**src/design/assert_macros.svh**
```systemverilog
// Assertion helpers used by the display_idle_dim_controller design file.
`ifndef ASSERT_MACROS_SVH
`define ASSERT_MACROS_SVH

// Same-cycle implication, checked at every rising edge outside reset.
`define ASSERT_SAME(label, clk, rst_n, ante, cons) \
  label: assert property (@(posedge clk) disable iff (!rst_n) (ante) |-> (cons)) \
    else $error("assertion failed");

// Next-cycle implication, checked at every rising edge outside reset.
`define ASSERT_NEXT(label, clk, rst_n, ante, cons) \
  label: assert property (@(posedge clk) disable iff (!rst_n) (ante) |=> (cons)) \
    else $error("assertion failed");

`endif

```
**src/design/didc_pkg.sv**
```systemverilog
// ----------------------------------------------------------------------------
// didc_pkg
// Types and constants of the display idle/dim controller.
// ----------------------------------------------------------------------------
package didc_pkg;

  localparam int unsigned TimeoutW = 20;
  localparam int unsigned LevelW   = 8;
  localparam int unsigned IdleW    = 32;

  // Request codes
  localparam logic [2:0] REQ_TICK      = 3'd0;
  localparam logic [2:0] REQ_TOUCH_CHK = 3'd1;
  localparam logic [2:0] REQ_WAKE      = 3'd2;
  localparam logic [2:0] REQ_ACTIVITY  = 3'd3;
  localparam logic [2:0] REQ_FORCE_OFF = 3'd4;
  localparam logic [2:0] REQ_FORCE_ON  = 3'd5;

  // Touch controller modes
  localparam logic [1:0] MODE_ACTIVE  = 2'd0;
  localparam logic [1:0] MODE_MONITOR = 2'd1;
  localparam logic [1:0] MODE_SLEEP   = 2'd3;

  // Display change codes
  localparam logic [1:0] CHG_NONE = 2'd0;
  localparam logic [1:0] CHG_ON   = 2'd1;
  localparam logic [1:0] CHG_OFF  = 2'd2;

  // Configuration register indexes
  localparam logic CFG_TIMEOUT = 1'b0;
  localparam logic CFG_BRIGHT  = 1'b1;

  localparam logic [TimeoutW-1:0] TIMEOUT_RST = 20'd30000;
  localparam logic [LevelW-1:0]   BRIGHT_RST  = 8'd100;
  localparam logic [TimeoutW-1:0] MIN_TIMEOUT = 20'd2;
  localparam logic [IdleW-1:0]    TOUCH_DIM_AT = 32'd5000;
  localparam logic [IdleW-1:0]    TOUCH_OFF_AT = 32'd10000;
  localparam logic [IdleW-1:0]    MONITOR_AFTER = 32'd10000;

  typedef struct packed {
    logic [TimeoutW-1:0] display_timeout_ms;
    logic [LevelW-1:0]   user_brightness;
  } didc_cfg_t;

  typedef struct packed {
    logic [2:0]       req_type;
    logic [IdleW-1:0] idle_ms;
    logic             mode_write_ok;
  } didc_item_t;

  typedef struct packed {
    logic              panel_on;
    logic              cycle_is_touch;
    logic [IdleW-1:0]  last_idle_ms;
    logic              is_dimmed;
    logic [LevelW-1:0] saved_brightness;
    logic              touch_monitor_intent;
  } didc_state_t;

  typedef struct packed {
    logic              brightness_write;
    logic [LevelW-1:0] brightness_level;
    logic              touch_mode_write;
    logic [1:0]        touch_mode;
    logic              display_enabled;
    logic [1:0]        display_change;
    logic              idle_restart;
  } didc_result_t;

endpackage

```
**src/design/didc_if.sv**
```systemverilog
// ----------------------------------------------------------------------------
// didc_if
// Valid/ready channels for request items and result items.
// ----------------------------------------------------------------------------
interface didc_in_if;
  logic        valid;
  logic        ready;
  logic [2:0]  req_type;
  logic [31:0] idle_ms;
  logic        mode_write_ok;

  modport source (output valid, req_type, idle_ms, mode_write_ok, input ready);
  modport sink   (input valid, req_type, idle_ms, mode_write_ok, output ready);
endinterface

interface didc_out_if;
  logic       valid;
  logic       ready;
  logic       brightness_write;
  logic [7:0] brightness_level;
  logic       touch_mode_write;
  logic [1:0] touch_mode;
  logic       display_enabled;
  logic [1:0] display_change;
  logic       idle_restart;

  modport source (output valid, brightness_write, brightness_level, touch_mode_write,
                  touch_mode, display_enabled, display_change, idle_restart,
                  input ready);
  modport sink   (input valid, brightness_write, brightness_level, touch_mode_write,
                  touch_mode, display_enabled, display_change, idle_restart,
                  output ready);
endinterface

```
**src/design/didc_cfg_regs.sv**
```systemverilog
// ----------------------------------------------------------------------------
// didc_cfg_regs
// Configuration registers: display timeout and user brightness.
// ----------------------------------------------------------------------------
module didc_cfg_regs (
  input  logic                        clk,
  input  logic                        rst_n,
  input  logic                        cfg_we,
  input  logic                        cfg_index,
  input  logic [didc_pkg::TimeoutW-1:0] cfg_wdata,
  output didc_pkg::didc_cfg_t         cfg
);

  logic [didc_pkg::TimeoutW-1:0] timeout_r;
  logic [didc_pkg::LevelW-1:0]   bright_r;

  always_ff @(posedge clk) begin
    if (!rst_n) begin
      timeout_r <= didc_pkg::TIMEOUT_RST;
      bright_r  <= didc_pkg::BRIGHT_RST;
    end else if (cfg_we) begin
      unique case (cfg_index)
        didc_pkg::CFG_TIMEOUT: timeout_r <= cfg_wdata;
        didc_pkg::CFG_BRIGHT:  bright_r  <= cfg_wdata[didc_pkg::LevelW-1:0];
        default: ;
      endcase
    end
  end

  assign cfg.display_timeout_ms = timeout_r;
  assign cfg.user_brightness    = bright_r;

endmodule

```
**src/design/didc_step.sv**
```systemverilog
// ----------------------------------------------------------------------------
// didc_step
// One event step: next controller state and the result item.
// ----------------------------------------------------------------------------
module didc_step (
  input  didc_pkg::didc_state_t  st,
  input  didc_pkg::didc_item_t   item,
  input  didc_pkg::didc_cfg_t    cfg,
  output didc_pkg::didc_state_t  st_nxt,
  output didc_pkg::didc_result_t res
);

  logic [didc_pkg::TimeoutW-1:0] tmo;
  logic [didc_pkg::IdleW-1:0]    off_at;
  logic [didc_pkg::IdleW-1:0]    dim_at;
  logic                          idle_drop;
  logic                          touch_cyc;
  logic [9:0]                    bright_x3;
  logic [17:0]                   prod;
  logic [didc_pkg::LevelW-1:0]   dim_lvl;

  // 30% of the brightness: (b*3)/10 as (b*3*205) >> 11, exact below 1029
  assign bright_x3 = {2'b00, cfg.user_brightness} + {1'b0, cfg.user_brightness, 1'b0};
  assign prod      = {8'd0, bright_x3} * 18'd205;
  always_comb begin
    dim_lvl = {1'b0, prod[17:11]};
    if (dim_lvl == '0) dim_lvl = 8'd1;
  end

  assign tmo       = (cfg.display_timeout_ms < didc_pkg::MIN_TIMEOUT) ?
                     didc_pkg::MIN_TIMEOUT : cfg.display_timeout_ms;
  assign idle_drop = item.idle_ms < st.last_idle_ms;
  assign touch_cyc = st.cycle_is_touch | idle_drop;
  assign off_at    = touch_cyc ? didc_pkg::TOUCH_OFF_AT : {12'd0, tmo};
  assign dim_at    = touch_cyc ? didc_pkg::TOUCH_DIM_AT : {13'd0, tmo[didc_pkg::TimeoutW-1:1]};

  always_comb begin
    logic go_off;
    logic go_on;
    go_off = 1'b0;
    go_on  = 1'b0;
    st_nxt = st;
    res    = '0;

    unique case (item.req_type)
      didc_pkg::REQ_TICK: begin
        if (st.panel_on) begin
          st_nxt.cycle_is_touch = touch_cyc;
          if (idle_drop && st.is_dimmed) begin
            res.brightness_write = 1'b1;
            res.brightness_level = st.saved_brightness;
            st_nxt.is_dimmed     = 1'b0;
          end
          st_nxt.last_idle_ms = item.idle_ms;
          if (item.idle_ms >= off_at) begin
            go_off = 1'b1;
          end else if (!st_nxt.is_dimmed && item.idle_ms >= dim_at) begin
            st_nxt.saved_brightness = cfg.user_brightness;
            res.brightness_write    = 1'b1;
            res.brightness_level    = dim_lvl;
            st_nxt.is_dimmed        = 1'b1;
          end
        end
      end
      didc_pkg::REQ_TOUCH_CHK: begin
        if (st.panel_on && !st.touch_monitor_intent &&
            item.idle_ms >= didc_pkg::MONITOR_AFTER) begin
          res.touch_mode_write = 1'b1;
          res.touch_mode       = didc_pkg::MODE_MONITOR;
          if (item.mode_write_ok) st_nxt.touch_monitor_intent = 1'b1;
        end
      end
      didc_pkg::REQ_WAKE: begin
        go_on = !st.panel_on;
      end
      didc_pkg::REQ_ACTIVITY: begin
        res.idle_restart            = 1'b1;
        st_nxt.touch_monitor_intent = 1'b0;
      end
      didc_pkg::REQ_FORCE_OFF: begin
        go_off = st.panel_on;
      end
      didc_pkg::REQ_FORCE_ON: begin
        go_on = 1'b1;
      end
      default: ;
    endcase

    if (go_off) begin
      res.touch_mode_write        = 1'b1;
      res.touch_mode              = didc_pkg::MODE_SLEEP;
      res.brightness_write        = 1'b1;
      res.brightness_level        = '0;
      st_nxt.is_dimmed            = 1'b0;
      st_nxt.cycle_is_touch       = 1'b0;
      st_nxt.last_idle_ms         = '0;
      st_nxt.touch_monitor_intent = 1'b0;
      st_nxt.panel_on             = 1'b0;
      res.display_change          = didc_pkg::CHG_OFF;
    end

    if (go_on) begin
      if (!st.panel_on) begin
        st_nxt.cycle_is_touch = 1'b0;
        st_nxt.last_idle_ms   = '0;
        st_nxt.is_dimmed      = 1'b0;
        res.brightness_write  = 1'b1;
        res.brightness_level  = cfg.user_brightness;
        res.touch_mode_write  = 1'b1;
        res.touch_mode        = didc_pkg::MODE_ACTIVE;
        st_nxt.panel_on       = 1'b1;
        res.display_change    = didc_pkg::CHG_ON;
      end
      res.idle_restart            = 1'b1;
      st_nxt.touch_monitor_intent = 1'b0;
    end

    res.display_enabled = st_nxt.panel_on;
  end

endmodule

```
**src/design/display_idle_dim_controller.sv**
```systemverilog
// ----------------------------------------------------------------------------
// display_idle_dim_controller
// Event-driven display power controller: bright, dim and off cycles.
// ----------------------------------------------------------------------------
// Usage:
//   in_ch carries one event item (tick, touch idle check, wake press,
//   activity, force off, force on) with the idle counter value. out_ch
//   returns exactly one result item per event: brightness and touch mode
//   writes, the panel on flag, the on/off change and an idle restart request.
//   cfg_we/cfg_index/cfg_wdata write the timeout (index 0) and the user
//   brightness (index 1); write them only while no item is in flight.
// Timing:
//   An accepted item lands in an input register; once the result register
//   is free the step logic loads it, and the result leaves from there when
//   out_ch.ready is high. One item per cycle is taken for as long as the
//   result register drains; the state register is updated together with
//   the result register, which allows that rate.
// Reset (rst_n low, synchronous): panel on, wake cycle, not dimmed, timeout
//   30000 ms, brightness 100, both item registers empty.
// Stall: while out_ch.ready is low the result holds, the input register
//   keeps its item and in_ch.ready drops once both registers are full.
// ----------------------------------------------------------------------------
`include "assert_macros.svh"

module display_idle_dim_controller (
  input  logic         clk,
  input  logic         rst_n,
  didc_in_if.sink      in_ch,
  didc_out_if.source   out_ch,
  input  logic         cfg_we,
  input  logic         cfg_index,
  input  logic [19:0]  cfg_wdata
);

  didc_pkg::didc_cfg_t    cfg;
  didc_pkg::didc_item_t   item_r;
  didc_pkg::didc_state_t  st_r;
  didc_pkg::didc_state_t  st_nxt;
  didc_pkg::didc_result_t res_nxt;
  didc_pkg::didc_result_t res_r;
  logic                   in_valid_r;
  logic                   out_valid_r;
  logic                   advance;
  logic                   in_take;

  didc_cfg_regs u_cfg (
    .clk       (clk),
    .rst_n     (rst_n),
    .cfg_we    (cfg_we),
    .cfg_index (cfg_index),
    .cfg_wdata (cfg_wdata),
    .cfg       (cfg)
  );

  didc_step u_step (
    .st     (st_r),
    .item   (item_r),
    .cfg    (cfg),
    .st_nxt (st_nxt),
    .res    (res_nxt)
  );

  // Move the held item into the result register when that register frees up
  assign advance     = in_valid_r && (!out_valid_r || out_ch.ready);
  assign in_ch.ready = !in_valid_r || advance;
  assign in_take     = in_ch.valid && in_ch.ready;

  always_ff @(posedge clk) begin
    if (!rst_n) begin
      in_valid_r <= 1'b0;
    end else begin
      in_valid_r <= in_take || (in_valid_r && !advance);
    end
  end

  always_ff @(posedge clk) begin
    if (in_take) begin
      item_r.req_type      <= in_ch.req_type;
      item_r.idle_ms       <= in_ch.idle_ms;
      item_r.mode_write_ok <= in_ch.mode_write_ok;
    end
  end

  always_ff @(posedge clk) begin
    if (!rst_n) begin
      st_r.panel_on             <= 1'b1;
      st_r.cycle_is_touch       <= 1'b0;
      st_r.last_idle_ms         <= '0;
      st_r.is_dimmed            <= 1'b0;
      st_r.saved_brightness     <= '0;
      st_r.touch_monitor_intent <= 1'b0;
      out_valid_r               <= 1'b0;
    end else begin
      if (advance) begin
        st_r        <= st_nxt;
        out_valid_r <= 1'b1;
      end else if (out_ch.ready) begin
        out_valid_r <= 1'b0;
      end
    end
  end

  always_ff @(posedge clk) begin
    if (advance) res_r <= res_nxt;
  end

  assign out_ch.valid            = out_valid_r;
  assign out_ch.brightness_write = res_r.brightness_write;
  assign out_ch.brightness_level = res_r.brightness_level;
  assign out_ch.touch_mode_write = res_r.touch_mode_write;
  assign out_ch.touch_mode       = res_r.touch_mode;
  assign out_ch.display_enabled  = res_r.display_enabled;
  assign out_ch.display_change   = res_r.display_change;
  assign out_ch.idle_restart     = res_r.idle_restart;

  `ASSERT_SAME(a_off_state_clean, clk, rst_n, !st_r.panel_on,
               !st_r.is_dimmed && !st_r.cycle_is_touch && !st_r.touch_monitor_intent)
  `ASSERT_NEXT(a_advance_fills_out, clk, rst_n, advance,
               out_valid_r && (out_ch.display_enabled == st_r.panel_on))
  `ASSERT_SAME(a_change_matches_flag, clk, rst_n,
               out_valid_r && (res_r.display_change != didc_pkg::CHG_NONE),
               res_r.display_enabled == (res_r.display_change == didc_pkg::CHG_ON))

endmodule
```
**src/flat_wrapper.sv**
```systemverilog
// flat-port wrapper written by rule: the top's interface ports become plain ports
module display_idle_dim_controller_flat 
  (clk, rst_n, cfg_we, cfg_index, cfg_wdata, in_ch_valid, in_ch_req_type, in_ch_idle_ms, in_ch_mode_write_ok, in_ch_ready, out_ch_valid, out_ch_brightness_write, out_ch_brightness_level, out_ch_touch_mode_write, out_ch_touch_mode, out_ch_display_enabled, out_ch_display_change, out_ch_idle_restart, out_ch_ready);
  didc_in_if in_ch_i ();
  didc_out_if out_ch_i ();
  input  logic clk;
  input  logic rst_n;
  input  logic cfg_we;
  input  logic cfg_index;
  input  logic [19:0] cfg_wdata;
  input wire logic [$bits(in_ch_i.valid)-1:0] in_ch_valid;
  input wire logic [$bits(in_ch_i.req_type)-1:0] in_ch_req_type;
  input wire logic [$bits(in_ch_i.idle_ms)-1:0] in_ch_idle_ms;
  input wire logic [$bits(in_ch_i.mode_write_ok)-1:0] in_ch_mode_write_ok;
  output wire logic [$bits(in_ch_i.ready)-1:0] in_ch_ready;
  output wire logic [$bits(out_ch_i.valid)-1:0] out_ch_valid;
  output wire logic [$bits(out_ch_i.brightness_write)-1:0] out_ch_brightness_write;
  output wire logic [$bits(out_ch_i.brightness_level)-1:0] out_ch_brightness_level;
  output wire logic [$bits(out_ch_i.touch_mode_write)-1:0] out_ch_touch_mode_write;
  output wire logic [$bits(out_ch_i.touch_mode)-1:0] out_ch_touch_mode;
  output wire logic [$bits(out_ch_i.display_enabled)-1:0] out_ch_display_enabled;
  output wire logic [$bits(out_ch_i.display_change)-1:0] out_ch_display_change;
  output wire logic [$bits(out_ch_i.idle_restart)-1:0] out_ch_idle_restart;
  input wire logic [$bits(out_ch_i.ready)-1:0] out_ch_ready;
  assign in_ch_i.valid = in_ch_valid;
  assign in_ch_i.req_type = in_ch_req_type;
  assign in_ch_i.idle_ms = in_ch_idle_ms;
  assign in_ch_i.mode_write_ok = in_ch_mode_write_ok;
  assign in_ch_ready = in_ch_i.ready;
  assign out_ch_valid = out_ch_i.valid;
  assign out_ch_brightness_write = out_ch_i.brightness_write;
  assign out_ch_brightness_level = out_ch_i.brightness_level;
  assign out_ch_touch_mode_write = out_ch_i.touch_mode_write;
  assign out_ch_touch_mode = out_ch_i.touch_mode;
  assign out_ch_display_enabled = out_ch_i.display_enabled;
  assign out_ch_display_change = out_ch_i.display_change;
  assign out_ch_idle_restart = out_ch_i.idle_restart;
  assign out_ch_i.ready = out_ch_ready;
  display_idle_dim_controller u_core (.clk(clk), .rst_n(rst_n), .in_ch(in_ch_i), .out_ch(out_ch_i), .cfg_we(cfg_we), .cfg_index(cfg_index), .cfg_wdata(cfg_wdata));
endmodule
```
**config.mk**
```make
export PLATFORM = sky130hd
export DESIGN_NAME = display_idle_dim_controller_flat
export DESIGN_NICKNAME = d
export VERILOG_FILES = /design/src/design/didc_pkg.sv /design/src/design/didc_if.sv /design/src/design/didc_cfg_regs.sv /design/src/design/didc_step.sv /design/src/design/display_idle_dim_controller.sv /design/src/flat_wrapper.sv
export VERILOG_INCLUDE_DIRS = /design/src /design/src/design
export SDC_FILE = /design/constraint.sdc
export NUM_CORES = 1
export LEC_CHECK = 0
export ABC_AREA = 0
export BUFFER_PORTS_ARGS = -buffer_cell sky130_fd_sc_hd__buf_2
export CAP_MARGIN = 5
export CORE_ASPECT_RATIO = 0.9
export CORE_UTILIZATION = 40
export CTS_BUF_LIST = sky130_fd_sc_hd__clkbuf_16
export DETAILED_ROUTE_END_ITERATION = 8
export PLACE_DENSITY = 0.54
export SETUP_SLACK_MARGIN = 0.15
export SYNTH_ARGS = -nofsm -noshare
export SYNTH_HDL_FRONTEND = slang
export SYNTH_HIERARCHICAL = 1
export SYNTH_SLANG_ARGS = --single-unit
```
**constraint.sdc**
```tcl
create_clock -name clk -period 12 [get_ports clk]
set_clock_uncertainty 0.2 [all_clocks]
set_input_delay 1.8 -clock clk [delete_from_list [all_inputs] [get_ports clk]]
set_output_delay 1.8 -clock clk [all_outputs]
set_load 0.01 [all_outputs]
```
==> results.json <==
{
  "status": "finished clean",
  "area_growth_pct": 13.0,
  "syn_nets": 1210,
  "slowest_delay_ns": 0.84,
  "fin_crit_sh": 0.553,
  "cp.depth": 19,
  "leakagePower_nw": 4.35,
  "grt_pass1_wl_um": 35600,
  "path_class": "register to register",
  "antenna_found_initial": 1,
  "highest_layer": "met5",
  "ios": 80,
  "cts_max_path_buffers": 2,
  "nets": 1271,
  "synth-main-ff-cell": "dfxtp_1",
  "gr-total-overflow": 0,
  "die_w_um": 161,
  "num_rows": 51,
  "cts-resized-gates": 0,
  "track_usage": 0.192,
  "yosysTopAreaCell": "ha_1",
  "drt_wl_total_um": 21200,
  "hold_buffers": 0,
  "wl_met2_um": 9560,
  "tightest_slew_ns": 1.15,
  "fmax_mhz": 151,
  "drc": 0,
  "ant_nets": 0,
  "cp_max_fo": 20,
  "yosysWarningCount": 6,
  "slew_headroom": 0.229,
  "wire_per_inst_um": 15.5,
  "worst_setup_path_start_kind": "register",
  "die_h_um": 145,
  "vias_per_cell": 5.16,
  "met1_length_um": 10700,
  "power_density_mw_per_mm2": 174,
  "critPathTopFamily": "simple AND/OR/NAND/NOR gates",
  "r2r_slack_ns": 5.36,
  "dp_hpwl_um": 15700,
  "fill_cells": 2213,
  "synth-edff-count": 52,
  "final_common_cell": "nand2_1",
  "post-cts-setup-buffers": 0,
  "cts_made_buffers": 17,
  "mostFrequentLayoutCells": "nand2_1, ha_1, inv_1, buf_2, a21oi_1",
  "vdd_drop_max_mv": 0.133,
  "first_pass_iters": 5,
  "grt_pass1_vias": 6855,
  "port_buffers": 79,
  "finalMaxSlewViolations": 0,
  "syn-cell-area_mm2": 0.00909,
  "drtIter0Drc": 473,
  "htree_levels": 4,
  "synth_area_leaders": "ha_1, edfxtp_1, dfxtp_1, nand2_1, mux2i_1",
  "hold_path_depth": 2,
  "worst-path-buf-inv": 0,
  "worst_ep_arrival_time_ns": 6.70,
  "period_minus_slack_ns": 6.64,
  "dr_total_vias": 7058,
  "hold_viol": 0,
  "synth_top_area_frac": 0.174,
  "wl_met3_um": 733,
  "gp_congestion": 0.815,
  "root_buffer": "clkbuf_16",
  "fin_setup_tns_ns": 0,
  "ff2ff_path_depth": 19,
  "synthArstFlopShare": 0,
  "hp-class": "register to register",
  "syn_area_per_cell_um2": 9.05,
  "coreArea_mm2": 0.0220,
  "cts_sinks": 126,
  "clk_pin_slew_ns": 0.06,
  "grt_start_max_net_pins": 82,
  "yosysSeqAreaShare": 0.335,
  "cap_violations": 0,
  "seq_area_mm2": 0.00304,
  "end_kind": "register",
  "drive_gt1_frac": 0.122,
  "dieArea_mm2": 0.0233,
  "critical_path_required_ns": 12.06,
  "cts_tree": "done",
  "antenna_cells": 0,
  "synth_cells": 1004,
  "rsz0062_at_grt": "false",
  "final_util": 0.468,
  "multi_input_area_mm2": 0.00542,
  "synthDistinctLibCells": 65,
  "cp_cell_sequence": "ha_1, and4_1, and3_1, or4b_1, a31oi_1, or2_2, nor2b_1, nor2b_1, ha_1, a21oi_1, nand2_1, a221oi_1, a21oi_2, nor4_2, and2_1, nand2_4, mux2_1, nand2_1, mux2i_1",
  "setup_violations": 0,
  "clk_latency_ns": 0.43,
  "synth.ff_latch_count": 126,
  "critPathSlowestCell": "nor2b_1",
  "start_util": 0.414
}
path summary, 6_finish.rpt:
path,startpoint,end
setup / recovery,u_core/item_r[15]$_DFFE_PP_,u_core/st_r[2]$_SDFFE_PN0P_
hold / removal,u_core/st_r[0]$_SDFFE_PN0P_,u_core/st_r[0]$_SDFFE_PN0P_
setup reg to reg,u_core/item_r[15]$_DFFE_PP_,u_core/st_r[2]$_SDFFE_PN0P_
hold reg to reg,u_core/st_r[0]$_SDFFE_PN0P_,u_core/st_r[0]$_SDFFE_PN0P_
cell usage after synthesis, types with 4 or more instances:
cell and n:
clkbuf_1 16, dfxtp_1 74, buf_2 14, nor4_1 11
and2_1 4, inv_1 93, nor2b_1 12, and3_1 5
nor3_1 4, edfxtp_1 52, a21o_1 7, nand2_1 226
nand3b_1 9, mux2i_1 60, mux2_1 8, buf_12 4
buf_4 4, a31oi_1 6, ha_1 126, a221oi_1 5
nand2b_1 7, o21ai_1 6, a21oi_1 75, and4_1 4
nand3_1 11, xor2_1 7, nand4_1 14, fa_1 18
xnor2_1 9, nor2_1 21, o211ai_1 11, or2_2 5
and3b_1 6, o21ai_0 22
power breakdown:
group / internal [mW] / switching (mW)
sequential: 0.465 / 0.0199
clock: 0.365 / 0.201
combinational: 0.309 / 0.427
worst register-to-register path, delay by kind of cell, from the launching register on:
family	cells	cell delay [ns]
and+or+nand+nor	11	3.67
AOI/OAI and AO/OA	4	1.00
adders and majority gates	2	0.65
DFF	1	0.48
muxes	2	0.47
registers in the layout (all words and copies together) (netlist names):
register,cells
u_core/out_ch.display_enabled,1
u_core/u_cfg/bright_r,8
u_core/u_cfg/timeout_r,20
u_core/out_ch.idle_restart,1
u_core/out_ch.brightness_level,8
u_core/out_ch.touch_mode_write,1
u_core/out_ch.touch_mode,2
u_core/st_r,44
u_core/out_ch.valid,1
u_core/out_ch.brightness_write,1
u_core/in_valid_r,1
u_core/item_r,36
u_core/out_ch.display_change,2
cells by family (layout without fill, tap and decap cells):
logic type,Yosys count,in the layout,synth area share
flip-flops,126,126,0.335
AO/OA/AOI/OAI,158,158,0.106
AND/OR/NAND/NOR,356,356,0.185
buffers and inverters,136,210,0.0695
multiplexers,68,68,0.0760
adder cells (fa/ha/maj),144,144,0.213
XOR/XNOR,16,16,0.0154
stage by stage:
stage | total power, mW | setup WS (ns) | std cells | hold WS [ns] | instance area, um^2
2_1_floorplan | 1.05 | 6.01 | 1004 | 0.230 | 9090
3_3_place_gp | 1.23 | 5.24 | 1337 | 0.253 | 9610
3_5_place_dp | 1.22 | 5.32 | 1337 | 0.257 | 9610
4_1_cts | 1.80 | 5.32 | 1369 | 0.267 | 10300
5_1_grt | 1.92 | 4.70 | 1369 | 0.276 | 10300
6_report | 1.79 | 5.36 | 1369 | 0.267 | 10300
layer usage:
metal  GRT usage  up-vias
met5           0        -
met4      0.0458        2
met3      0.0332       19
met2       0.302      124
met1       0.272     3295
li1            -     3618
area by class of cell:
cell class              instances  share of cell area
clock buffers                  20              0.0487
well taps                     291              0.0355
flip-flops and latches        126               0.296
repair buffers                 84              0.0424
inverters                      94              0.0344
multi-input cells             742               0.528
clock inverters                12              0.0149
(Power assumes the default switching activity.)
